$ cat src/rtl/core/lspa_pkg.sv
// Package for the LED strip pattern animator.
// Holds the payload structs, command and register codes and the control/status
// structs between controller and datapath. No dependencies.
`default_nettype none

package lspa_pkg;

  // Widths fixed by the item fields
  localparam int unsigned PIX_W = 6;
  localparam int unsigned COL_W = 8;
  localparam int unsigned CFG_W = 8;

  // Input command codes
  typedef enum logic [1:0] {
    CMD_LOAD  = 2'd0,
    CMD_CLEAR = 2'd1,
    CMD_START = 2'd2,
    CMD_TICK  = 2'd3
  } lspa_cmd_t;

  // Display mode codes (code 3 starts like steady)
  localparam logic [1:0] MODE_STEADY = 2'd0;
  localparam logic [1:0] MODE_FLASH  = 2'd1;
  localparam logic [1:0] MODE_ROTATE = 2'd2;

  // Configuration register indexes
  localparam logic [1:0] CFG_DISPLAY_MODE = 2'd0;
  localparam logic [1:0] CFG_ON_TIME      = 2'd1;
  localparam logic [1:0] CFG_OFF_TIME     = 2'd2;
  localparam logic [1:0] CFG_STEP_DELAY   = 2'd3;

  // Input beat
  typedef struct packed {
    lspa_cmd_t          command;
    logic [PIX_W-1:0]   entry_index;
    logic [COL_W-1:0]   red_in;
    logic [COL_W-1:0]   green_in;
    logic [COL_W-1:0]   blue_in;
    logic [COL_W-1:0]   dim_divisor;
  } lspa_in_t;

  // Result beat
  typedef struct packed {
    logic [PIX_W-1:0]   pixel_index;
    logic [COL_W-1:0]   red_out;
    logic [COL_W-1:0]   green_out;
    logic [COL_W-1:0]   blue_out;
    logic               last_pixel;
  } lspa_out_t;

  // Controller to datapath commands
  typedef struct packed {
    logic               div_go;       // capture load beat, start dividing
    logic               write;        // store divided colors
    logic               clear;        // drop all pattern entries
    logic               frame_go;     // begin a frame
    logic [PIX_W-1:0]   frame_offset; // entry shown at position 0
    logic               frame_dark;   // all-off frame
    logic               read_en;      // read and emit one pixel
  } lspa_ctrl_t;

  // Datapath to controller status
  typedef struct packed {
    logic               div_done;     // quotients ready
    logic               read_last;    // current read is the final pixel
  } lspa_stat_t;

endpackage

`default_nettype wire

$ cat src/rtl/core/lspa_div.sv
// Three-lane restoring divider: 8-bit colors by a shared 8-bit divisor,
// one quotient bit per cycle. Depends on lspa_pkg.
`default_nettype none

module lspa_div
  import lspa_pkg::*;
(
  input  wire logic                  clk,
  input  wire logic                  rst_n,
  input  wire logic                  go,
  input  wire logic [2:0][COL_W-1:0] dividend,
  input  wire logic [COL_W-1:0]      divisor,
  output logic      [2:0][COL_W-1:0] quotient,
  output logic                       done
);

  localparam int unsigned CNT_W = $clog2(COL_W);

  logic [COL_W-1:0]      dvs_r;
  logic [2:0][COL_W-1:0] rem_r, rem_nxt;
  logic [2:0][COL_W-1:0] quo_r, quo_nxt;
  logic [CNT_W-1:0]      cnt_r;
  logic                  act_r;
  logic                  done_r;

  // One trial subtraction per lane
  always_comb begin
    logic [COL_W+1:0] diff;
    for (int l = 0; l < 3; l++) begin
      diff = {1'b0, rem_r[l], quo_r[l][COL_W-1]} - {2'b00, dvs_r};
      if (diff[COL_W+1]) begin
        rem_nxt[l] = {rem_r[l][COL_W-2:0], quo_r[l][COL_W-1]};
        quo_nxt[l] = {quo_r[l][COL_W-2:0], 1'b0};
      end else begin
        rem_nxt[l] = diff[COL_W-1:0];
        quo_nxt[l] = {quo_r[l][COL_W-2:0], 1'b1};
      end
    end
  end

  // Operand registers
  always_ff @(posedge clk) begin
    if (go) begin
      dvs_r <= (divisor == '0) ? COL_W'(1) : divisor;
      rem_r <= '0;
      quo_r <= dividend;
    end else if (act_r) begin
      rem_r <= rem_nxt;
      quo_r <= quo_nxt;
    end
  end

  // Step counter
  always_ff @(posedge clk) begin
    if (!rst_n) begin
      act_r  <= 1'b0;
      done_r <= 1'b0;
      cnt_r  <= '0;
    end else begin
      done_r <= 1'b0;
      if (go) begin
        act_r <= 1'b1;
        cnt_r <= '0;
      end else if (act_r) begin
        cnt_r <= cnt_r + 1'b1;
        if (cnt_r == CNT_W'(COL_W - 1)) begin
          act_r  <= 1'b0;
          done_r <= 1'b1;
        end
      end
    end
  end

  assign quotient = quo_r;
  assign done     = done_r;

endmodule

`default_nettype wire

$ cat src/rtl/core/lspa_datapath.sv
// Datapath: pattern memory with per-entry valid bits, colour divider, frame
// address/pixel counters and the result register. Depends on lspa_pkg, lspa_div.
`default_nettype none

module lspa_datapath
  import lspa_pkg::*;
#(
  parameter int unsigned STRIP_LENGTH = 16
) (
  input  wire logic       clk,
  input  wire logic       rst_n,
  input  wire lspa_in_t   in_data,
  input  wire lspa_ctrl_t cmd,
  output lspa_stat_t      st,
  output logic            out_strobe,
  output lspa_out_t       out_data
);

  localparam int unsigned IW = (STRIP_LENGTH > 1) ? $clog2(STRIP_LENGTH) : 1;

  function automatic logic [IW-1:0] next_idx(input logic [IW-1:0] i);
    return (i == IW'(STRIP_LENGTH - 1)) ? '0 : i + 1'b1;
  endfunction

  logic [3*COL_W-1:0]    mem [STRIP_LENGTH];
  logic [STRIP_LENGTH-1:0] vld_r;
  logic [IW-1:0]         wr_idx_r;
  logic [IW-1:0]         rd_idx_r;
  logic [PIX_W-1:0]      pix_r;
  logic                  dark_r;
  logic [3*COL_W-1:0]    rdata_r;
  logic                  rvld_r;
  logic [PIX_W-1:0]      opix_r;
  logic                  olast_r;
  logic                  ostb_r;
  logic [2:0][COL_W-1:0] quo;
  logic                  div_done;
  logic                  last_read;

  // Divide the three colors of a load beat
  lspa_div u_div (
    .clk      (clk),
    .rst_n    (rst_n),
    .go       (cmd.div_go),
    .dividend ({in_data.red_in, in_data.green_in, in_data.blue_in}),
    .divisor  (in_data.dim_divisor),
    .quotient (quo),
    .done     (div_done)
  );

  // Hold the target entry of a load
  always_ff @(posedge clk) begin
    if (cmd.div_go) begin
      wr_idx_r <= in_data.entry_index[IW-1:0];
    end
  end

  // Pattern memory: write a divided entry, read one pixel a cycle
  always_ff @(posedge clk) begin
    if (cmd.write) begin
      mem[wr_idx_r] <= quo;
    end
    if (cmd.read_en) begin
      rdata_r <= mem[rd_idx_r];
    end
  end

  // Valid bits: an entry never written since reset or clear reads as zero
  always_ff @(posedge clk) begin
    if (!rst_n) begin
      vld_r <= '0;
    end else if (cmd.clear) begin
      vld_r <= '0;
    end else if (cmd.write) begin
      vld_r[wr_idx_r] <= 1'b1;
    end
  end

  assign last_read = (pix_r == PIX_W'(STRIP_LENGTH - 1));

  // Frame counters and result register
  always_ff @(posedge clk) begin
    if (cmd.frame_go) begin
      rd_idx_r <= cmd.frame_offset[IW-1:0];
      pix_r    <= '0;
      dark_r   <= cmd.frame_dark;
    end else if (cmd.read_en) begin
      rd_idx_r <= next_idx(rd_idx_r);
      pix_r    <= pix_r + 1'b1;
    end
    if (cmd.read_en) begin
      rvld_r  <= vld_r[rd_idx_r];
      opix_r  <= pix_r;
      olast_r <= last_read;
    end
  end

  // Strobe one result beat per read
  always_ff @(posedge clk) begin
    if (!rst_n) begin
      ostb_r <= 1'b0;
    end else begin
      ostb_r <= cmd.read_en;
    end
  end

  // Drive the result beat; dark frames and empty entries send zero
  always_comb begin
    logic [3*COL_W-1:0] rgb;
    rgb = (dark_r || !rvld_r) ? '0 : rdata_r;
    out_data.pixel_index = opix_r;
    out_data.red_out     = rgb[3*COL_W-1:2*COL_W];
    out_data.green_out   = rgb[2*COL_W-1:COL_W];
    out_data.blue_out    = rgb[COL_W-1:0];
    out_data.last_pixel  = olast_r;
  end

  assign out_strobe   = ostb_r;
  assign st.div_done  = div_done;
  assign st.read_last = cmd.read_en && last_read;

endmodule

`default_nettype wire

$ cat src/rtl/core/lspa_ctrl.sv
// Controller: command decode, configuration registers, mode timing state
// and the sequencing state machine. Depends on lspa_pkg.
`default_nettype none

module lspa_ctrl
  import lspa_pkg::*;
#(
  parameter int unsigned STRIP_LENGTH = 16
) (
  input  wire logic             clk,
  input  wire logic             rst_n,
  input  wire logic             start,
  input  wire lspa_in_t         in_data,
  input  wire logic             cfg_we,
  input  wire logic [1:0]       cfg_index,
  input  wire logic [CFG_W-1:0] cfg_data,
  input  wire lspa_stat_t       st,
  output logic                  busy,
  output lspa_ctrl_t            cmd
);

  localparam int unsigned IW = (STRIP_LENGTH > 1) ? $clog2(STRIP_LENGTH) : 1;

  typedef enum logic [1:0] {
    S_IDLE,
    S_DIV,
    S_EMIT
  } state_t;

  function automatic logic [IW-1:0] next_idx(input logic [IW-1:0] i);
    return (i == IW'(STRIP_LENGTH - 1)) ? '0 : i + 1'b1;
  endfunction

  state_t            state_r;
  logic [1:0]        mode_r;
  logic [CFG_W-1:0]  on_time_r, off_time_r, step_delay_r;
  logic              running_r;
  logic              lit_r;
  logic [IW-1:0]     rot_r;
  logic [CFG_W-1:0]  tick_r;

  logic              accept;
  logic              in_range;
  logic              is_flash, is_rotate, timed;
  logic [CFG_W-1:0]  tick_inc;
  logic [CFG_W-1:0]  limit_raw, limit;
  logic              fire;
  logic              do_load, do_start, do_tick;

  // Decode the accepted beat
  assign accept    = start && (state_r == S_IDLE);
  assign in_range  = {1'b0, in_data.entry_index} < (PIX_W + 1)'(STRIP_LENGTH);
  assign is_flash  = (mode_r == MODE_FLASH);
  assign is_rotate = (mode_r == MODE_ROTATE);
  assign timed     = running_r && (is_flash || is_rotate);
  assign do_load   = accept && (in_data.command == CMD_LOAD) && in_range;
  assign do_start  = accept && (in_data.command == CMD_START);
  assign do_tick   = accept && (in_data.command == CMD_TICK) && timed;

  // Phase limit, zero counts as one tick
  assign tick_inc  = tick_r + 1'b1;
  assign limit_raw = is_flash ? (lit_r ? on_time_r : off_time_r) : step_delay_r;
  assign limit     = (limit_raw == '0) ? CFG_W'(1) : limit_raw;
  assign fire      = (tick_inc >= limit);

  // Commands to the datapath
  always_comb begin
    cmd              = '0;
    cmd.div_go       = do_load;
    cmd.write        = (state_r == S_DIV) && st.div_done;
    cmd.clear        = accept && (in_data.command == CMD_CLEAR);
    cmd.frame_go     = do_start || (do_tick && fire);
    cmd.frame_offset = (do_tick && is_rotate) ? PIX_W'(rot_r) : '0;
    cmd.frame_dark   = do_tick && is_flash && lit_r;
    cmd.read_en      = (state_r == S_EMIT);
  end

  assign busy = (state_r != S_IDLE);

  // Configuration writes
  always_ff @(posedge clk) begin
    if (!rst_n) begin
      mode_r       <= MODE_STEADY;
      on_time_r    <= '0;
      off_time_r   <= '0;
      step_delay_r <= '0;
    end else if (cfg_we) begin
      unique case (cfg_index)
        CFG_DISPLAY_MODE: mode_r       <= cfg_data[1:0];
        CFG_ON_TIME:      on_time_r    <= cfg_data;
        CFG_OFF_TIME:     off_time_r   <= cfg_data;
        CFG_STEP_DELAY:   step_delay_r <= cfg_data;
        default:          mode_r       <= mode_r;
      endcase
    end
  end

  // State machine and mode timing state
  always_ff @(posedge clk) begin
    if (!rst_n) begin
      state_r   <= S_IDLE;
      running_r <= 1'b0;
      lit_r     <= 1'b0;
      rot_r     <= '0;
      tick_r    <= '0;
    end else begin
      unique case (state_r)
        S_IDLE: begin
          if (do_load) begin
            state_r <= S_DIV;
          end else if (cmd.frame_go) begin
            state_r <= S_EMIT;
          end
          // Start the configured mode
          if (do_start) begin
            tick_r <= '0;
            if (is_flash) begin
              running_r <= 1'b1;
              lit_r     <= 1'b1;
            end else if (is_rotate) begin
              running_r <= 1'b1;
              rot_r     <= next_idx('0);
            end else begin
              running_r <= 1'b0;
            end
          end
          // Count a tick, advance the phase when it expires
          if (do_tick) begin
            tick_r <= fire ? '0 : tick_inc;
            if (fire && is_flash) begin
              lit_r <= !lit_r;
            end
            if (fire && is_rotate) begin
              rot_r <= next_idx(rot_r);
            end
          end
        end
        S_DIV: begin
          if (st.div_done) begin
            state_r <= S_IDLE;
          end
        end
        S_EMIT: begin
          if (st.read_last) begin
            state_r <= S_IDLE;
          end
        end
        default: state_r <= S_IDLE;
      endcase
    end
  end

`ifndef SYNTHESIS
  // Rotation offset stays inside the strip
  assert property (@(posedge clk) disable iff (!rst_n)
    32'(rot_r) < STRIP_LENGTH)
    else $error("rotation offset out of strip");

  // An in-range load goes to the divider
  assert property (@(posedge clk) disable iff (!rst_n)
    do_load |=> (state_r == S_DIV))
    else $error("load did not start division");

  // A frame request enters emission
  assert property (@(posedge clk) disable iff (!rst_n)
    cmd.frame_go |=> (state_r == S_EMIT) && cmd.read_en)
    else $error("frame request not emitted");

  // A tick while stopped leaves the counter alone
  assert property (@(posedge clk) disable iff (!rst_n)
    (accept && (in_data.command == CMD_TICK) && !running_r) |=> $stable(tick_r))
    else $error("tick counted while stopped");
`endif

endmodule

`default_nettype wire

$ cat src/rtl/core/led_strip_pattern_animator.sv
// Top level of the LED strip pattern animator: joins controller and datapath.
// Depends on lspa_pkg, lspa_ctrl, lspa_datapath.
//
//   channel | ports                              | handshake
//   --------+------------------------------------+------------------------------
//   input   | start, busy, in_data               | taken when start && !busy
//   result  | out_strobe, out_data               | one cycle per beat, no stall
//   config  | cfg_we, cfg_index, cfg_data        | written when cfg_we is high
//
// A load runs its 8-bit quotients through the shared divider, then does the memory
// write; clear and non-firing ticks never raise busy.
// A frame does one pattern memory read per pixel, with each result beat
// registered and sent in the cycle after its read.
// busy is high from the cycle after acceptance through the final read or write.
// Reset is synchronous; it clears the valid bits, so the pattern reads as zero.
`default_nettype none

module led_strip_pattern_animator
  import lspa_pkg::*;
#(
  parameter int unsigned STRIP_LENGTH = 16
) (
  input  wire logic             clk,
  input  wire logic             rst_n,
  input  wire logic             start,
  output logic                  busy,
  input  wire lspa_in_t         in_data,
  output logic                  out_strobe,
  output lspa_out_t             out_data,
  input  wire logic             cfg_we,
  input  wire logic [1:0]       cfg_index,
  input  wire logic [CFG_W-1:0] cfg_data
);

  lspa_ctrl_t cmd;
  lspa_stat_t st;

  // Sequencing and mode timing
  lspa_ctrl #(
    .STRIP_LENGTH (STRIP_LENGTH)
  ) u_ctrl (
    .clk       (clk),
    .rst_n     (rst_n),
    .start     (start),
    .in_data   (in_data),
    .cfg_we    (cfg_we),
    .cfg_index (cfg_index),
    .cfg_data  (cfg_data),
    .st        (st),
    .busy      (busy),
    .cmd       (cmd)
  );

  // Pattern storage and pixel output
  lspa_datapath #(
    .STRIP_LENGTH (STRIP_LENGTH)
  ) u_dp (
    .clk        (clk),
    .rst_n      (rst_n),
    .in_data    (in_data),
    .cmd        (cmd),
    .st         (st),
    .out_strobe (out_strobe),
    .out_data   (out_data)
  );

endmodule

`default_nettype wire

$ cat config.mk
export PLATFORM = sky130hd
export DESIGN_NAME = led_strip_pattern_animator
export DESIGN_NICKNAME = d
export VERILOG_FILES = /design/src/rtl/core/lspa_pkg.sv /design/src/rtl/core/lspa_div.sv /design/src/rtl/core/lspa_datapath.sv /design/src/rtl/core/lspa_ctrl.sv /design/src/rtl/core/led_strip_pattern_animator.sv
export SDC_FILE = /design/constraint.sdc
export NUM_CORES = 1
export LEC_CHECK = 0
export ABC_AREA = 0
export BUFFER_PORTS_ARGS = -buffer_cell sky130_fd_sc_hd__buf_2
export CORE_ASPECT_RATIO = 1.4
export CORE_MARGIN = 5
export CORE_UTILIZATION = 54
export CTS_BUF_LIST = sky130_fd_sc_hd__clkbuf_16
export CTS_CLUSTER_SIZE = 12
export DETAILED_ROUTE_END_ITERATION = 12
export PLACE_DENSITY = 0.77
export SLEW_MARGIN = 20
export SYNTH_ARGS = -nofsm -noshare
export SYNTH_HDL_FRONTEND = slang
export SYNTH_SLANG_ARGS = --single-unit
$ cat constraint.sdc
create_clock -name clk -period 3.81 [get_ports clk]
set_clock_uncertainty 0.05 [all_clocks]
set_input_delay 0.762 -clock clk [delete_from_list [all_inputs] [get_ports clk]]
set_output_delay 0.762 -clock clk [all_outputs]
set_load 0.02 [all_outputs]
== Word level (Yosys, flattened, before mapping) ==
Memory sizes are Yosys's and may differ from the RTL's. A register that Yosys moved wholly into a read port is not among the register bits.
Index checks and enable logic that the tools add are counted.
Operators by class
  $lt $le $gt $ge: 5
  eq/ne operators: 17
  div/mod/pow operators: 0
  mux-type cells: 46
  shift-type cells: 0
  bitwise operators: 3
  multipliers: 0
  reductions and logical operators: 41
  $add $sub $neg: 8
Operators by type and width (number)
  two-way mux 24 bit: 3
  two-way mux 8 bit: 9
  two-way mux 4 bit: 10
  subtractor 9 x 8 -> 10 bit: 3
  logical AND 1 bit: 17
  two-way mux 1 bit: 17
  zero test 8 bit: 2
  bitwise OR 16 bit: 1
  == test 2 bit (second input constant): 6
  AND reduction 2 bit: 6
  < comparator 4 x 5 -> 1 bit (second input constant): 2
  adder 4 x 1 -> 4 bit (second input constant): 2
  adder 8 x 1 -> 8 bit (second input constant): 1
  == test 2 x 1 -> 1 bit (second input constant): 4
  == test 4 bit (second input constant): 2
  >= comparator 8 bit: 1
  two-way mux 2 bit: 4
  nonzero test 2 bit: 4
  adder 6 x 1 -> 6 bit (second input constant): 1
  == test 6 x 4 -> 1 bit (second input constant): 1
  zero test 2 bit: 3
  < comparator 6 x 5 -> 1 bit (second input constant): 1
  one-hot mux 2 bit (3 select lines): 1
  binary-select mux 1 bit (select 4 bit): 1
  13 further kinds: 18
Word-level totals
  register bits after elaboration: 143
  bits in writable memories: 384
  memories: 1
  output and inout port bits: 33
  latch bits: 0
  logic and storage cells: 149
  memory bits (read-only): 0
  bits of input ports: 54
Memory list
  u_dp.mem: words 16, bits a word 24, read ports 1, clocked after Yosys merged registers in 1, wr ports 1, line lspa_datapath.sv:25  | logic [3*COL_W-1:0] mem [STRIP_LENGTH];

== Logic depth before layout (Yosys ltp) ==
Gate-level depths: netlist (run 1).
  depth in word-level cells: 10
  mapped depth: 15
  gate-level depth less buffers: 14

== Hierarchy ==
Synthesis (run 1) repeated with hierarchy kept, for this count alone.
Unflattened totals
  cells, all modules: 1476
  area total of the unflattened synthesis: 23122.2 um2
By module, submodules not included
  lspa_datapath: cells an instance 880, area an instance 17276.6 um2, times used 1
  lspa_div: cells an instance 343, area an instance 3614.7 um2, times used 1
  lspa_ctrl: cells an instance 253, area an instance 2230.9 um2, times used 1

== Worst setup path before layout (run 1) ==
Ideal clock, no wire load.
  kind: register to register
  start point: register u_ctrl.lit_r
  end point: register u_dp.rd_idx_r[0], enable pin
  setup time: 0.279 ns
  slack: 0.599 ns
  cell stages (with the launch flop): 13
  arrival time: 2.882 ns
  cells stage by stage: dfxtp_1 > clkbuf_1 > mux2i_1 > nor2_1 > a21oi_1 > nand4_1 > o21ai_0 > ha_1 > nand2b_1 > a2111oi_0 > o31ai_1 > o21ai_1 > nand2b_1
Between the ends
  cells in the longest elaborated chain, start to end: 8
Ends and longest elaborated chain
  start: declaration: line lspa_ctrl.sv:38  | logic lit_r;
  start signal: assignment: line lspa_ctrl.sv:131  | lit_r <= !lit_r;
  two-way mux 8 bit (*) (2 in series): line lspa_ctrl.sv:62  | assign limit_raw = is_flash ? (lit_r ? on_time_r : off_time_r) : step_delay_r;
  zero test 8 bit: line lspa_ctrl.sv:63  | assign limit = (limit_raw == '0) ? CFG_W'(1) : limit_raw;
  two-way mux 8 bit (*): line lspa_ctrl.sv:63
  >= comparator 8 bit (*): line lspa_ctrl.sv:64  | assign fire = (tick_inc >= limit);
  logical AND 1 bit (*): line lspa_ctrl.sv:72  | cmd.frame_go = do_start || (do_tick && fire);
  logical OR 1 bit (*): line lspa_ctrl.sv:72
  nonzero test 2 bit (no source line) (*)
  end signal: assignment: line lspa_datapath.sv:84  | rd_idx_r <= cmd.frame_offset[IW-1:0];
  end signal: assignment: line lspa_datapath.sv:88  | rd_idx_r <= next_idx(rd_idx_r);
  end: declaration: line lspa_datapath.sv:28  | logic [IW-1:0] rd_idx_r;
Mark *: on every way between the ends. The rest lies on a longest branch, timed or not.
A chain may end at the register's enable or synchronous reset.

== Worst setup path after layout (run 1) ==
  start point: register u_ctrl.mode_r[1]
  end point: register u_dp.rd_idx_r[2], enable pin
Between the ends
  cells in the longest elaborated chain, start to end: 8
  elaborated cells on any way between the ends: 12
Ends and longest elaborated chain
  start: declaration: line lspa_ctrl.sv:35  | logic [1:0] mode_r;
  start signal: assignment: line lspa_ctrl.sv:89  | CFG_DISPLAY_MODE: mode_r <= cfg_data[1:0];
  start signal: assignment: line lspa_ctrl.sv:93  | default: mode_r <= mode_r;
  == test 2 x 1 -> 1 bit: line lspa_ctrl.sv:53  | assign is_flash = (mode_r == MODE_FLASH);
  two-way mux 8 bit: line lspa_ctrl.sv:62
  zero test 8 bit: line lspa_ctrl.sv:63
  two-way mux 8 bit: line lspa_ctrl.sv:63
  >= comparator 8 bit: line lspa_ctrl.sv:64
  logical AND 1 bit (*): line lspa_ctrl.sv:72
  logical OR 1 bit (*): line lspa_ctrl.sv:72
  nonzero test 2 bit (no source line) (*)
Marks and branches as above.

==> flow_results.xml, run 1 <==
<?xml version="1.0" encoding="UTF-8"?>
<metrics>
  <group name="setup_path">
    <metric name="timing.critical_path.max_delay_family" unit="">compound AO/OA/AOI/OAI gates</metric>
    <metric name="critical_path.startpoint_type" unit="">flop</metric>
    <metric name="critPathCaptureType" unit="">flop</metric>
    <metric name="worst-endpoint-arrival" unit="ns">3.65</metric>
    <metric name="critPathBufInv" unit="">2</metric>
    <metric name="worst_ep_required_time" unit="ns">4.05</metric>
    <metric name="crit_fanout" unit="">18</metric>
    <metric name="cpPeakStageDelay" unit="ns">0.54</metric>
    <metric name="worstPathCellList" unit="">inv_1, ha_1, clkinvlp_4, a21oi_1, nand3_1, o21ai_0, ha_1, nand2b_1, a2111oi_1, o31ai_1, o21ai_2, nand2b_1</metric>
    <metric name="slowest_stage" unit="">sky130_fd_sc_hd__a2111oi_1</metric>
    <metric name="crit_type" unit="">reg2reg</metric>
  </group>
  <group name="sta">
    <metric name="final_hold_viol_count" unit="">0</metric>
    <metric name="final-setup-viol-count" unit="">0</metric>
    <metric name="rsz0062_at_grt" unit="">false</metric>
    <metric name="slew_viol_final" unit="">0</metric>
    <metric name="whs" unit="ns">0.319</metric>
    <metric name="layout_setup_ws" unit="ns">0.400</metric>
    <metric name="worst_slew_pin_slew" unit="ns">1.04</metric>
    <metric name="min_clock_period_post_route" unit="ns">3.41</metric>
    <metric name="fin_crit_sh" unit="">0.895</metric>
    <metric name="fmax" unit="MHz">293</metric>
    <metric name="timing.slew.headroom" unit="">0.297</metric>
    <metric name="tns" unit="ns">0</metric>
  </group>
  <group name="routing">
    <metric name="per_cell_via_count_in_the_routed_design" unit="">6.09</metric>
    <metric name="first_pass_iters" unit="">5</metric>
    <metric name="drtAntennaViolNets" unit="">0</metric>
    <metric name="drt-initial-drc-count" unit="">1284</metric>
    <metric name="route.vias.total" unit="">12800</metric>
    <metric name="drt_wirelength" unit="um">50300</metric>
    <metric name="detail_route.drc_violations" unit="">0</metric>
    <metric name="post_drt_wl_per_cell" unit="um">24.0</metric>
  </group>
  <group name="placed_design">
    <metric name="place_area" unit="um^2">24300</metric>
    <metric name="place_congestion" unit="">0.852</metric>
    <metric name="placedCellCount" unit="">2010</metric>
    <metric name="place_ws" unit="ns">0.162</metric>
    <metric name="port_buffers" unit="">86</metric>
    <metric name="hpwlAfterDp" unit="um">29100</metric>
  </group>
  <group name="clocking">
    <metric name="cts_hold_buffers" unit="">0</metric>
    <metric name="cts.repair_timing.setup_buffer_count" unit="">0</metric>
    <metric name="cts_tree" unit="">done</metric>
    <metric name="clockBufferDepth" unit="">3</metric>
    <metric name="cts_made_buffers" unit="">52</metric>
    <metric name="cts_resized" unit="">0</metric>
    <metric name="clk_root_buffer_cell" unit="">sky130_fd_sc_hd__clkbuf_16</metric>
    <metric name="clkTransAtPathRegs" unit="ns">0.06</metric>
    <metric name="htreeDepth" unit="">2</metric>
    <metric name="cts_sinks" unit="">551</metric>
    <metric name="clock_latency_late_sink" unit="ns">0.56</metric>
  </group>
  <group name="yosys">
    <metric name="synth-async-reset-ratio" unit="">0</metric>
    <metric name="synth_enable_flop_cells" unit="">457</metric>
    <metric name="netlist-cell-type-count" unit="">64</metric>
    <metric name="yosys_most_used_dff" unit="">sky130_fd_sc_hd__edfxtp_1</metric>
    <metric name="syn_area" unit="um^2">23000</metric>
    <metric name="synth-seq-area-share" unit="">0.678</metric>
    <metric name="yosys_register_bits" unit="">551</metric>
    <metric name="synthesis.nets" unit="">1508</metric>
    <metric name="instance_count_of_the_mapped_netlist" unit="">1411</metric>
    <metric name="avgSynthCellArea" unit="um^2">16.3</metric>
    <metric name="synth.yosys.warnings" unit="">0</metric>
  </group>
  <group name="global_route">
    <metric name="grt_first_pass_wirelength" unit="um">76800</metric>
    <metric name="antenna_found_initial" unit="">0</metric>
    <metric name="groute.layer.met1.usage" unit="">0.275</metric>
    <metric name="grt.total_usage" unit="">0.216</metric>
    <metric name="grt_most_used_layer" unit="">met2</metric>
    <metric name="overflow" unit="">0</metric>
    <metric name="globalRouteMet3Util" unit="">0.0295</metric>
    <metric name="number_of_global_route_vias_before_repair" unit="">13100</metric>
    <metric name="grt_start_max_net_pins" unit="">60</metric>
    <metric name="groute.layer.met2.usage" unit="">0.390</metric>
  </group>
  <group name="cells_and_area">
    <metric name="synthToLayoutAreaGrowth" unit="%">11.8</metric>
    <metric name="layout.cells.most_common_list" unit="">457 x sky130_fd_sc_hd__edfxtp_1, 125 x sky130_fd_sc_hd__mux4_2, 94 x sky130_fd_sc_hd__nand2_1, 93 x sky130_fd_sc_hd__dfxtp_1, 86 x sky130_fd_sc_hd__buf_2</metric>
    <metric name="diodes" unit="">0</metric>
    <metric name="final_design_area_no_fill" unit="um^2">25700</metric>
    <metric name="final_cells" unit="">2093</metric>
    <metric name="most_common_cell_after_layout_fill_and_taps_aside" unit="">sky130_fd_sc_hd__edfxtp_1</metric>
    <metric name="post_route_cells_drive_above_1_share" unit="">0.223</metric>
    <metric name="design.final.nets" unit="">1615</metric>
    <metric name="fin_util" unit="">0.610</metric>
  </group>
  <group name="die">
    <metric name="chipHeight" unit="um">254</metric>
    <metric name="row_count" unit="">89</metric>
    <metric name="die_area" unit="um^2">46900</metric>
    <metric name="start_util" unit="">0.545</metric>
    <metric name="floorplan.io_pins" unit="">87</metric>
    <metric name="floorplan.core_area" unit="um^2">42200</metric>
    <metric name="floorplan.die.width" unit="um">184</metric>
  </group>
  <group name="pwr">
    <metric name="p_per_area" unit="nW/um^2">508</metric>
    <metric name="cellLeakagePower" unit="nW">9.14</metric>
    <metric name="p_total" unit="mW">13.1</metric>
    <metric name="worst_ir_drop_vdd" unit="uV">373</metric>
  </group>
  <group name="job">
    <metric name="max_cap_viol_count" unit="">0</metric>
  </group>
  <group name="run_status">
    <metric name="run_status" unit="">complete, no violations</metric>
  </group>
  <group name="hold_path">
    <metric name="min_path_type" unit="">in2reg</metric>
  </group>
</metrics>
## worst reg2reg max path, stage by stage (launching register included)
cell                         delay [ns]
sky130_fd_sc_hd__dfxtp_1           0.31
sky130_fd_sc_hd__inv_1             0.07
sky130_fd_sc_hd__ha_1              0.20
sky130_fd_sc_hd__clkinvlp_4        0.26
sky130_fd_sc_hd__a21oi_1           0.31
sky130_fd_sc_hd__nand3_1           0.12
sky130_fd_sc_hd__o21ai_0           0.17
sky130_fd_sc_hd__ha_1              0.25
sky130_fd_sc_hd__nand2b_1          0.14
sky130_fd_sc_hd__a2111oi_1         0.54
sky130_fd_sc_hd__o31ai_1           0.23
sky130_fd_sc_hd__o21ai_2           0.30
sky130_fd_sc_hd__nand2b_1          0.19
## final cells by class
type / count / area, um^2
flip-flops and latches: 551 / 15600
well taps: 546 / 683
inverters: 35 / 135
clock inverters: 30 / 140
repair buffers: 131 / 868
fillers: 2959 / 16500
multi-input cells: 747 / 6980
clock buffers: 53 / 1330
## cell families (layout without fill, tap and decap cells)
kind of cell | after synthesis | count (layout) | share of synthesized area
buffers and inverters | 113 | 249 | 0.0215
and+or+nand+nor | 336 | 336 | 0.0758
muxes | 163 | 163 | 0.139
AOI/OAI and AO/OA | 190 | 190 | 0.0555
DFF | 551 | 551 | 0.678
xor gates and xnor gates | 15 | 15 | 0.00571
adders and majority gates | 43 | 43 | 0.0244
## power breakdown
| group | internal (mW) | switching [mW] | leakage (nW) |
|---|---|---|---|
| clock | 2.54 | 2.04 | 0.817 |
| sequential | 6.68 | 0.176 | 4.88 |
| combinational | 0.747 | 0.882 | 3.44 |
| total | 9.97 | 3.10 | 9.14 |
## Yosys cell counts (3+ instances only)
cell type                   number  area share
sky130_fd_sc_hd__xnor2_1         5      0.0019
sky130_fd_sc_hd__a22o_1          4      0.0015
sky130_fd_sc_hd__clkbuf_1       55      0.0090
sky130_fd_sc_hd__o2111a_1        3      0.0015
sky130_fd_sc_hd__edfxtp_1      457        0.60
sky130_fd_sc_hd__nor3_1         19      0.0041
sky130_fd_sc_hd__o22ai_1         9      0.0024
sky130_fd_sc_hd__o31a_1          7      0.0027
sky130_fd_sc_hd__nand3b_1        6      0.0020
sky130_fd_sc_hd__nor2_1         57      0.0093
sky130_fd_sc_hd__o21ai_0        39      0.0085
sky130_fd_sc_hd__a21o_1          8      0.0026
sky130_fd_sc_hd__nand2_1        94       0.015
sky130_fd_sc_hd__or2_2           5      0.0014
sky130_fd_sc_hd__o211ai_1        3     0.00098
sky130_fd_sc_hd__and2_1         25      0.0068
sky130_fd_sc_hd__ha_1           40       0.022
sky130_fd_sc_hd__fa_1            3      0.0026
sky130_fd_sc_hd__or3_1          14      0.0038
sky130_fd_sc_hd__o311ai_0        3      0.0011
sky130_fd_sc_hd__nor3b_1         8      0.0026
sky130_fd_sc_hd__nand4_1         5      0.0014
sky130_fd_sc_hd__mux2i_1        36       0.016
sky130_fd_sc_hd__o221a_2         3      0.0015
sky130_fd_sc_hd__inv_1          33      0.0054
sky130_fd_sc_hd__xor2_1         10      0.0038
sky130_fd_sc_hd__and4_1          4      0.0015
sky130_fd_sc_hd__a31oi_1         5      0.0014
sky130_fd_sc_hd__nor4b_1        10      0.0038
sky130_fd_sc_hd__buf_2          12      0.0026
sky130_fd_sc_hd__nand2b_1       20      0.0054
sky130_fd_sc_hd__o21a_1         30      0.0098
sky130_fd_sc_hd__o211a_1         7      0.0030
sky130_fd_sc_hd__mux4_2        125        0.12
sky130_fd_sc_hd__o21bai_1        3     0.00098
sky130_fd_sc_hd__nor2b_1        38       0.010
sky130_fd_sc_hd__buf_1           3     0.00049
sky130_fd_sc_hd__nand3_1        21      0.0046
sky130_fd_sc_hd__a21oi_1        45      0.0098
sky130_fd_sc_hd__a211o_1         3      0.0011
sky130_fd_sc_hd__buf_6           7      0.0034
sky130_fd_sc_hd__dfxtp_1        94       0.082
sky130_fd_sc_hd__and3_1          3     0.00082
sky130_fd_sc_hd__o2111ai_1       9      0.0034
## per-layer routing
layer / up-vias / share of wire / wire, um
met5: - / 0 / 0
met4: 0 / 0.025 / 1260
met3: 86 / 0.063 / 3190
met2: 481 / 0.54 / 27000
met1: 6473 / 0.38 / 18900
li1: 5710 / - / -
## sequential cells by signal (all words and copies together) (netlist names), 2 cells and up
| name | cells |
|---|---|
| u_ctrl.mode_r | 2 |
| u_ctrl.off_time_r | 8 |
| u_ctrl.on_time_r | 8 |
| u_ctrl.rot_r | 4 |
| u_ctrl.state_r | 2 |
| u_ctrl.step_delay_r | 8 |
| u_ctrl.tick_r | 8 |
| u_dp.mem | 384 |
| u_dp.opix_r | 6 |
| u_dp.pix_r | 6 |
| u_dp.rd_idx_r | 4 |
| u_dp.rdata_r | 24 |
| u_dp.u_div.cnt_r | 3 |
| u_dp.u_div.dvs_r | 8 |
| u_dp.u_div.quotient | 24 |
| u_dp.u_div.rem_r | 24 |
| u_dp.vld_r | 16 |
| u_dp.wr_idx_r | 4 |
## path summary, 6_finish.rpt
path	cells after the start	endpoint	startpoint	slack [ns]
setup / recovery	12	u_dp.rd_idx_r[2]	u_ctrl.mode_r[1]	0.40
hold / removal	1	u_dp.wr_idx_r[0]	in_data[32]	0.32
setup reg to reg	12	u_dp.rd_idx_r[2]	u_ctrl.mode_r[1]	0.40
hold reg to reg	1	u_dp.vld_r[10]	u_dp.vld_r[10]	0.41
No activity file was read; power rests on OpenSTA's default activity.
==> run 2: changes to the inputs <==
Settings changed: CELL_PAD_IN_SITES_DETAIL_PLACEMENT set to 0, CELL_PAD_IN_SITES_GLOBAL_PLACEMENT set to 1, CORE_UTILIZATION 54 to 53, PLACE_DENSITY 0.77 to 0.85, TNS_END_PERCENT set to 20.
Clock period 3.81 ns to 3.2 ns, I/O delays scaled along.
==> run 2 against run 1 <==
Effect of this change:
- hold slack got worse by 0.15 ns
- maximum frequency rose by 14%
- sequential share of layout area decreased by 0.84 points
- core utilization is 0.31 points lower
- sequential cell count is the same
- count of clock-buffer cells in the layout rose by 1
- cell area up 1.4%
- first-iteration DRC count down 2.9%
- power grew 22%
- die area is 1.8% higher
- non-clock buffer count is 25 higher
- highest routed layer unchanged
==> flow_results.xml, run 2 (synthesized netlist as in run 1, its figures left out) <==
<?xml version="1.0" encoding="UTF-8"?>
<metrics>
  <group name="die">
    <metric name="floorplan.die.width" unit="um">186</metric>
    <metric name="chipHeight" unit="um">257</metric>
    <metric name="floorplan.core_area" unit="um^2">43000</metric>
    <metric name="floorplan.io_pins" unit="">87</metric>
    <metric name="row_count" unit="">90</metric>
    <metric name="die_area" unit="um^2">47700</metric>
    <metric name="start_util" unit="">0.535</metric>
  </group>
  <group name="routing">
    <metric name="post_drt_wl_per_cell" unit="um">24.6</metric>
    <metric name="drt-initial-drc-count" unit="">1247</metric>
    <metric name="detail_route.drc_violations" unit="">0</metric>
    <metric name="drtAntennaViolNets" unit="">0</metric>
    <metric name="first_pass_iters" unit="">5</metric>
    <metric name="per_cell_via_count_in_the_routed_design" unit="">6.12</metric>
    <metric name="route.vias.total" unit="">13000</metric>
    <metric name="drt_wirelength" unit="um">52200</metric>
  </group>
  <group name="setup_path">
    <metric name="crit_type" unit="">reg2reg</metric>
    <metric name="critical_path.startpoint_type" unit="">flop</metric>
    <metric name="worst_r2r_startpoint" unit="">u_ctrl.lit_r</metric>
    <metric name="crit_fanout" unit="">11</metric>
    <metric name="critPathCaptureType" unit="">flop</metric>
    <metric name="worst-endpoint-arrival" unit="ns">3.42</metric>
    <metric name="worst_ep_required_time" unit="ns">3.64</metric>
    <metric name="worst_setup_path_startpoint" unit="">u_ctrl.lit_r</metric>
  </group>
  <group name="cells_and_area">
    <metric name="most_common_cell_after_layout_fill_and_taps_aside" unit="">sky130_fd_sc_hd__edfxtp_1</metric>
    <metric name="final_cells" unit="">2127</metric>
    <metric name="largest_register_ffs" unit="">384</metric>
    <metric name="diodes" unit="">0</metric>
    <metric name="design.final.nets" unit="">1643</metric>
    <metric name="post_route_cells_drive_above_1_share" unit="">0.246</metric>
    <metric name="layout.cells.most_common_list" unit="">457 x sky130_fd_sc_hd__edfxtp_1, 125 x sky130_fd_sc_hd__mux4_2, 94 x sky130_fd_sc_hd__nand2_1, 93 x sky130_fd_sc_hd__dfxtp_1, 86 x sky130_fd_sc_hd__buf_2</metric>
    <metric name="final_design_area_no_fill" unit="um^2">26100</metric>
    <metric name="fin_util" unit="">0.607</metric>
    <metric name="fillCellCount" unit="">3145</metric>
    <metric name="regMostFlops" unit="">u_dp.mem</metric>
    <metric name="synthToLayoutAreaGrowth" unit="%">13.4</metric>
  </group>
  <group name="placed_design">
    <metric name="placedCellCount" unit="">2037</metric>
    <metric name="place_ws" unit="ns">-0.250</metric>
    <metric name="hpwlAfterDp" unit="um">30100</metric>
    <metric name="place_area" unit="um^2">24400</metric>
    <metric name="port_buffers" unit="">86</metric>
    <metric name="place_congestion" unit="">0.832</metric>
  </group>
  <group name="sta">
    <metric name="slew_viol_final" unit="">0</metric>
    <metric name="whs" unit="ns">0.171</metric>
    <metric name="timing.slew.headroom" unit="">0.476</metric>
    <metric name="fin_crit_sh" unit="">0.932</metric>
    <metric name="rsz0062_at_grt" unit="">false</metric>
    <metric name="final_hold_viol_count" unit="">0</metric>
    <metric name="worst_slew_pin_slew" unit="ns">0.785</metric>
    <metric name="tns" unit="ns">0</metric>
    <metric name="final-setup-viol-count" unit="">0</metric>
    <metric name="fmax" unit="MHz">335</metric>
    <metric name="layout_setup_ws" unit="ns">0.218</metric>
    <metric name="min_clock_period_post_route" unit="ns">2.98</metric>
  </group>
  <group name="hold_path">
    <metric name="min_path_type" unit="">in2reg</metric>
    <metric name="hold_path_startpoint" unit="">in_data[33]</metric>
  </group>
  <group name="clocking">
    <metric name="clkTransAtPathRegs" unit="ns">0.06</metric>
    <metric name="cts_sinks" unit="">551</metric>
    <metric name="cts_tree" unit="">done</metric>
    <metric name="cts_hold_buffers" unit="">0</metric>
    <metric name="cts_made_buffers" unit="">54</metric>
    <metric name="clk_root_buffer_cell" unit="">sky130_fd_sc_hd__clkbuf_16</metric>
    <metric name="clock_latency_late_sink" unit="ns">0.59</metric>
    <metric name="htreeDepth" unit="">2</metric>
    <metric name="clockBufferDepth" unit="">3</metric>
  </group>
  <group name="pwr">
    <metric name="p_per_area" unit="nW/um^2">610</metric>
    <metric name="worst_ir_drop_vdd" unit="uV">492</metric>
    <metric name="cellLeakagePower" unit="nW">9.29</metric>
    <metric name="p_total" unit="mW">15.9</metric>
  </group>
  <group name="global_route">
    <metric name="number_of_global_route_vias_before_repair" unit="">13400</metric>
    <metric name="grt_first_pass_wirelength" unit="um">79300</metric>
    <metric name="overflow" unit="">0</metric>
    <metric name="grt_start_max_net_pins" unit="">87</metric>
    <metric name="grt.total_usage" unit="">0.220</metric>
    <metric name="antenna_found_initial" unit="">0</metric>
  </group>
  <group name="run_status">
    <metric name="run_status" unit="">complete, no violations</metric>
  </group>
  <group name="job">
    <metric name="max_cap_viol_count" unit="">0</metric>
  </group>
</metrics>
## run 2: layout make-up
cell class                      count  area (um^2)  share of cell area
Clock buffer                       54         1350              0.0518
Clock inverter                     31          221             0.00849
Inverter                           35          136             0.00523
Sequential cell                   551        15600               0.598
Multi-Input combinational cell    747         7020               0.269
Timing Repair inverter              1         6.26            0.000240
Tap cell                          552          691              0.0265
Timing Repair Buffer              156         1070              0.0409
## run 2: timing repair
item                       CTS  global route
gates resized for setup      6             8
cloned                       0             1
buffers inserted             3             1
setup endpoints to repair   20            20
pin swaps                    1             1
## run 2: per-layer routing
metal	track usage	vias up	routed length, um
met2	0.382	560	27300
met3	0.0354	114	3720
li1	-	5764	-
met5	0	-	0
met1	0.282	6585	19400
met4	0.0735	0	1820
## run 2: power by group
group,internal [mW],total (mW),switching [mW]
combinational,0.903,1.97,1.06
clock,3.20,5.79,2.59
sequential,7.95,8.16,0.208
## run 2: final timing paths
kind | end | slack [ns] | cells after the start
min | u_dp.wr_idx_r[1] | 0.17 | 1
max reg2reg | u_ctrl.rot_r[3] | 0.22 | 15
max | u_ctrl.rot_r[3] | 0.22 | 15
min reg2reg | u_dp.vld_r[3] | 0.42 | 1
## run 2: critical path, stage by stage (launching register included)
cell	delay, ns
sky130_fd_sc_hd__dfxtp_1	0.36
sky130_fd_sc_hd__buf_12	0.15
sky130_fd_sc_hd__mux2i_1	0.19
sky130_fd_sc_hd__nor2_1	0.05
sky130_fd_sc_hd__a21oi_1	0.20
sky130_fd_sc_hd__nand4_1	0.13
sky130_fd_sc_hd__o21ai_1	0.17
sky130_fd_sc_hd__ha_1	0.24
sky130_fd_sc_hd__nand2b_1	0.15
sky130_fd_sc_hd__a2111oi_2	0.29
sky130_fd_sc_hd__buf_4	0.17
sky130_fd_sc_hd__o31ai_2	0.09
sky130_fd_sc_hd__buf_4	0.19
sky130_fd_sc_hd__buf_4	0.14
sky130_fd_sc_hd__and4_1	0.14
sky130_fd_sc_hd__o21a_1	0.16
==> run 3: changes to the inputs <==
Settings changed: GPL_TIMING_DRIVEN set to 0.
==> run 3 against run 2 <==
Effect of this change:
- first-iteration DRC count up 15%
- count of clock-buffer cells in the layout up 1
- sequential share of layout area down 0.77 points
- setup slack worse by 0.051 ns
- non-clock buffer count up 37
- critical path depth down 11
- power up 0.88%
- core utilization up 0.79 points
- sequential cell count unchanged
- maximum frequency down 1.7%
- via count up 2.1%
==> flow_results.xml, run 3 (synthesized netlist as in run 1, its figures left out) <==
<?xml version="1.0" encoding="UTF-8"?>
<metrics>
  <group name="hold_path">
    <metric name="worst_hold_path.num_cells" unit="">1</metric>
    <metric name="hold_path_startpoint" unit="">in_data[35]</metric>
    <metric name="min_path_type" unit="">in2reg</metric>
  </group>
  <group name="cells_and_area">
    <metric name="regMostFlops" unit="">u_dp.mem</metric>
    <metric name="synthToLayoutAreaGrowth" unit="%">14.9</metric>
    <metric name="post_route_cells_drive_above_1_share" unit="">0.236</metric>
    <metric name="most_common_cell_after_layout_fill_and_taps_aside" unit="">sky130_fd_sc_hd__edfxtp_1</metric>
    <metric name="diodes" unit="">0</metric>
    <metric name="design.final.nets" unit="">1679</metric>
    <metric name="layout.cells.most_common_list" unit="">457 x sky130_fd_sc_hd__edfxtp_1, 125 x sky130_fd_sc_hd__mux4_2, 98 x sky130_fd_sc_hd__buf_2, 94 x sky130_fd_sc_hd__nand2_1, 94 x sky130_fd_sc_hd__dfxtp_1</metric>
    <metric name="largest_register_ffs" unit="">384</metric>
    <metric name="fin_util" unit="">0.615</metric>
  </group>
  <group name="global_route">
    <metric name="grt_first_pass_wirelength" unit="um">83500</metric>
    <metric name="number_of_global_route_vias_before_repair" unit="">13800</metric>
    <metric name="grt.total_usage" unit="">0.234</metric>
    <metric name="antenna_found_initial" unit="">1</metric>
    <metric name="grt_start_max_net_pins" unit="">41</metric>
    <metric name="overflow" unit="">0</metric>
  </group>
  <group name="sta">
    <metric name="final_hold_viol_count" unit="">0</metric>
    <metric name="tns" unit="ns">0</metric>
    <metric name="fin_crit_sh" unit="">0.948</metric>
    <metric name="slew_viol_final" unit="">0</metric>
    <metric name="min_clock_period_post_route" unit="ns">3.03</metric>
    <metric name="fmax" unit="MHz">330</metric>
    <metric name="timing.slew.headroom" unit="">0.263</metric>
    <metric name="final-setup-viol-count" unit="">0</metric>
    <metric name="rsz0062_at_grt" unit="">true</metric>
    <metric name="worst_slew_pin_slew" unit="ns">1.11</metric>
  </group>
  <group name="setup_path">
    <metric name="worst_setup_path_startpoint" unit="">u_dp.rd_idx_r[1]</metric>
    <metric name="critical_path_cell_count" unit="">4</metric>
    <metric name="worst-r2r-cell-count" unit="">4</metric>
    <metric name="critical_path.startpoint_type" unit="">flop</metric>
    <metric name="worst-endpoint-arrival" unit="ns">3.30</metric>
    <metric name="crit_fanout" unit="">10</metric>
    <metric name="critical_path.most_common_cell" unit="">sky130_fd_sc_hd__mux4_2</metric>
    <metric name="critPathCaptureType" unit="">flop</metric>
    <metric name="slowest_stage" unit="">sky130_fd_sc_hd__buf_1</metric>
    <metric name="critPathBufInv" unit="">2</metric>
    <metric name="worstPathCellList" unit="">clkbuf_1, buf_1, mux4_2, mux4_2</metric>
    <metric name="timing.critical_path.max_delay_family" unit="">buffers and inverters</metric>
    <metric name="crit_type" unit="">reg2reg</metric>
    <metric name="worst_ep_required_time" unit="ns">3.47</metric>
    <metric name="worst_r2r_startpoint" unit="">u_dp.rd_idx_r[1]</metric>
    <metric name="cpPeakStageDelay" unit="ns">0.79</metric>
  </group>
  <group name="clocking">
    <metric name="cts_sinks" unit="">551</metric>
    <metric name="cts_made_buffers" unit="">54</metric>
    <metric name="clockBufferDepth" unit="">3</metric>
    <metric name="cts_hold_buffers" unit="">0</metric>
    <metric name="clock_latency_late_sink" unit="ns">0.60</metric>
    <metric name="htreeDepth" unit="">2</metric>
    <metric name="clk_root_buffer_cell" unit="">sky130_fd_sc_hd__clkbuf_16</metric>
    <metric name="cts_tree" unit="">done</metric>
    <metric name="clkTransAtPathRegs" unit="ns">0.06</metric>
  </group>
  <group name="routing">
    <metric name="drt_wirelength" unit="um">55200</metric>
    <metric name="drt-initial-drc-count" unit="">1438</metric>
    <metric name="post_drt_wl_per_cell" unit="um">25.6</metric>
    <metric name="drtAntennaViolNets" unit="">0</metric>
    <metric name="first_pass_iters" unit="">6</metric>
    <metric name="per_cell_via_count_in_the_routed_design" unit="">6.15</metric>
    <metric name="route.vias.total" unit="">13300</metric>
    <metric name="detail_route.drc_violations" unit="">0</metric>
  </group>
  <group name="die">
    <metric name="start_util" unit="">0.535</metric>
    <metric name="die_area" unit="um^2">47700</metric>
    <metric name="chipHeight" unit="um">257</metric>
    <metric name="floorplan.core_area" unit="um^2">43000</metric>
    <metric name="floorplan.io_pins" unit="">87</metric>
    <metric name="floorplan.die.width" unit="um">186</metric>
    <metric name="row_count" unit="">90</metric>
  </group>
  <group name="pwr">
    <metric name="worst_ir_drop_vdd" unit="uV">429</metric>
    <metric name="cellLeakagePower" unit="nW">9.31</metric>
    <metric name="p_per_area" unit="nW/um^2">607</metric>
  </group>
  <group name="placed_design">
    <metric name="place_congestion" unit="">0.835</metric>
    <metric name="hpwlAfterDp" unit="um">35600</metric>
    <metric name="port_buffers" unit="">86</metric>
  </group>
  <group name="job">
    <metric name="max_cap_viol_count" unit="">0</metric>
  </group>
  <group name="run_status">
    <metric name="run_status" unit="">complete, no violations</metric>
  </group>
</metrics>
==> run 3: changes by cell type in the layout (fill, tap and decap cells not counted), sizes merged <==
cell    change
clkinv      +1
inv         -6
buf        -15
clkbuf     +53
==> run 3: worst reg2reg max path, stage by stage, from the launching register on <==
cell and delay (ns):
sky130_fd_sc_hd__edfxtp_1 0.44, sky130_fd_sc_hd__clkbuf_1 0.53, sky130_fd_sc_hd__buf_1 0.80, sky130_fd_sc_hd__mux4_2 0.44
sky130_fd_sc_hd__mux4_2 0.49
==> run 3: worst paths after layout <==
check	end	slack, ns
worst max register to register	u_dp.rdata_r[1]	0.17
worst min-delay path	u_dp.wr_idx_r[3]	0.16
worst max-delay path	u_dp.rdata_r[1]	0.17
worst min register to register	u_dp.vld_r[10]	0.41
==> run 3: area by class of cell <==
class / count / area [um^2]
Clock inverter: 27 / 205
Inverter: 35 / 136
Tap cell: 552 / 691
Multi-Input combinational cell: 747 / 7140
Sequential cell: 551 / 15600
Fill cell: 3172 / 16600
Buffer: 78 / 394
Clock buffer: 55 / 1380
Timing Repair Buffer: 115 / 890
==> run 3: timing repair <==
action,in CTS,in global routing
gates resized for setup,22,17
setup endpoints to repair,39,31
setup buffers,2,0
pin swaps,1,3
==> run 3: report_power, final <==
| group | switching, mW | leakage [nW] | total [mW] | internal (mW) |
|---|---|---|---|---|
| clock network | 2.60 | 0.831 | 5.85 | 3.25 |
| logic | 1.18 | 3.60 | 2.07 | 0.897 |
| registers | 0.189 | 4.88 | 8.14 | 7.95 |
==> run 3: metrics by stage <==
step	area [um^2]	hold WS (ns)	setup WS, ns	power (mW)	instances
2_1_floorplan	23000	0.385	0.0516	9.75	1411
3_3_place_gp	24100	0.391	-2.03	10.2	2049
4_1_cts	26400	0.136	0.0117	16.1	2160
3_5_place_dp	24700	0.404	-0.714	10.3	2076
6_report	26400	0.164	0.167	16.1	2160
5_1_grt	26400	0.143	0.00203	16.7	2160
==> run 3: per-layer routing <==
metal / global-route usage / vias up / wire length, um
met5: 0 / - / 13
met4: 0.0849 / 2 / 2150
met3: 0.0333 / 135 / 3750
met2: 0.409 / 649 / 28900
met1: 0.297 / 6661 / 20400
li1: - / 5847 / -
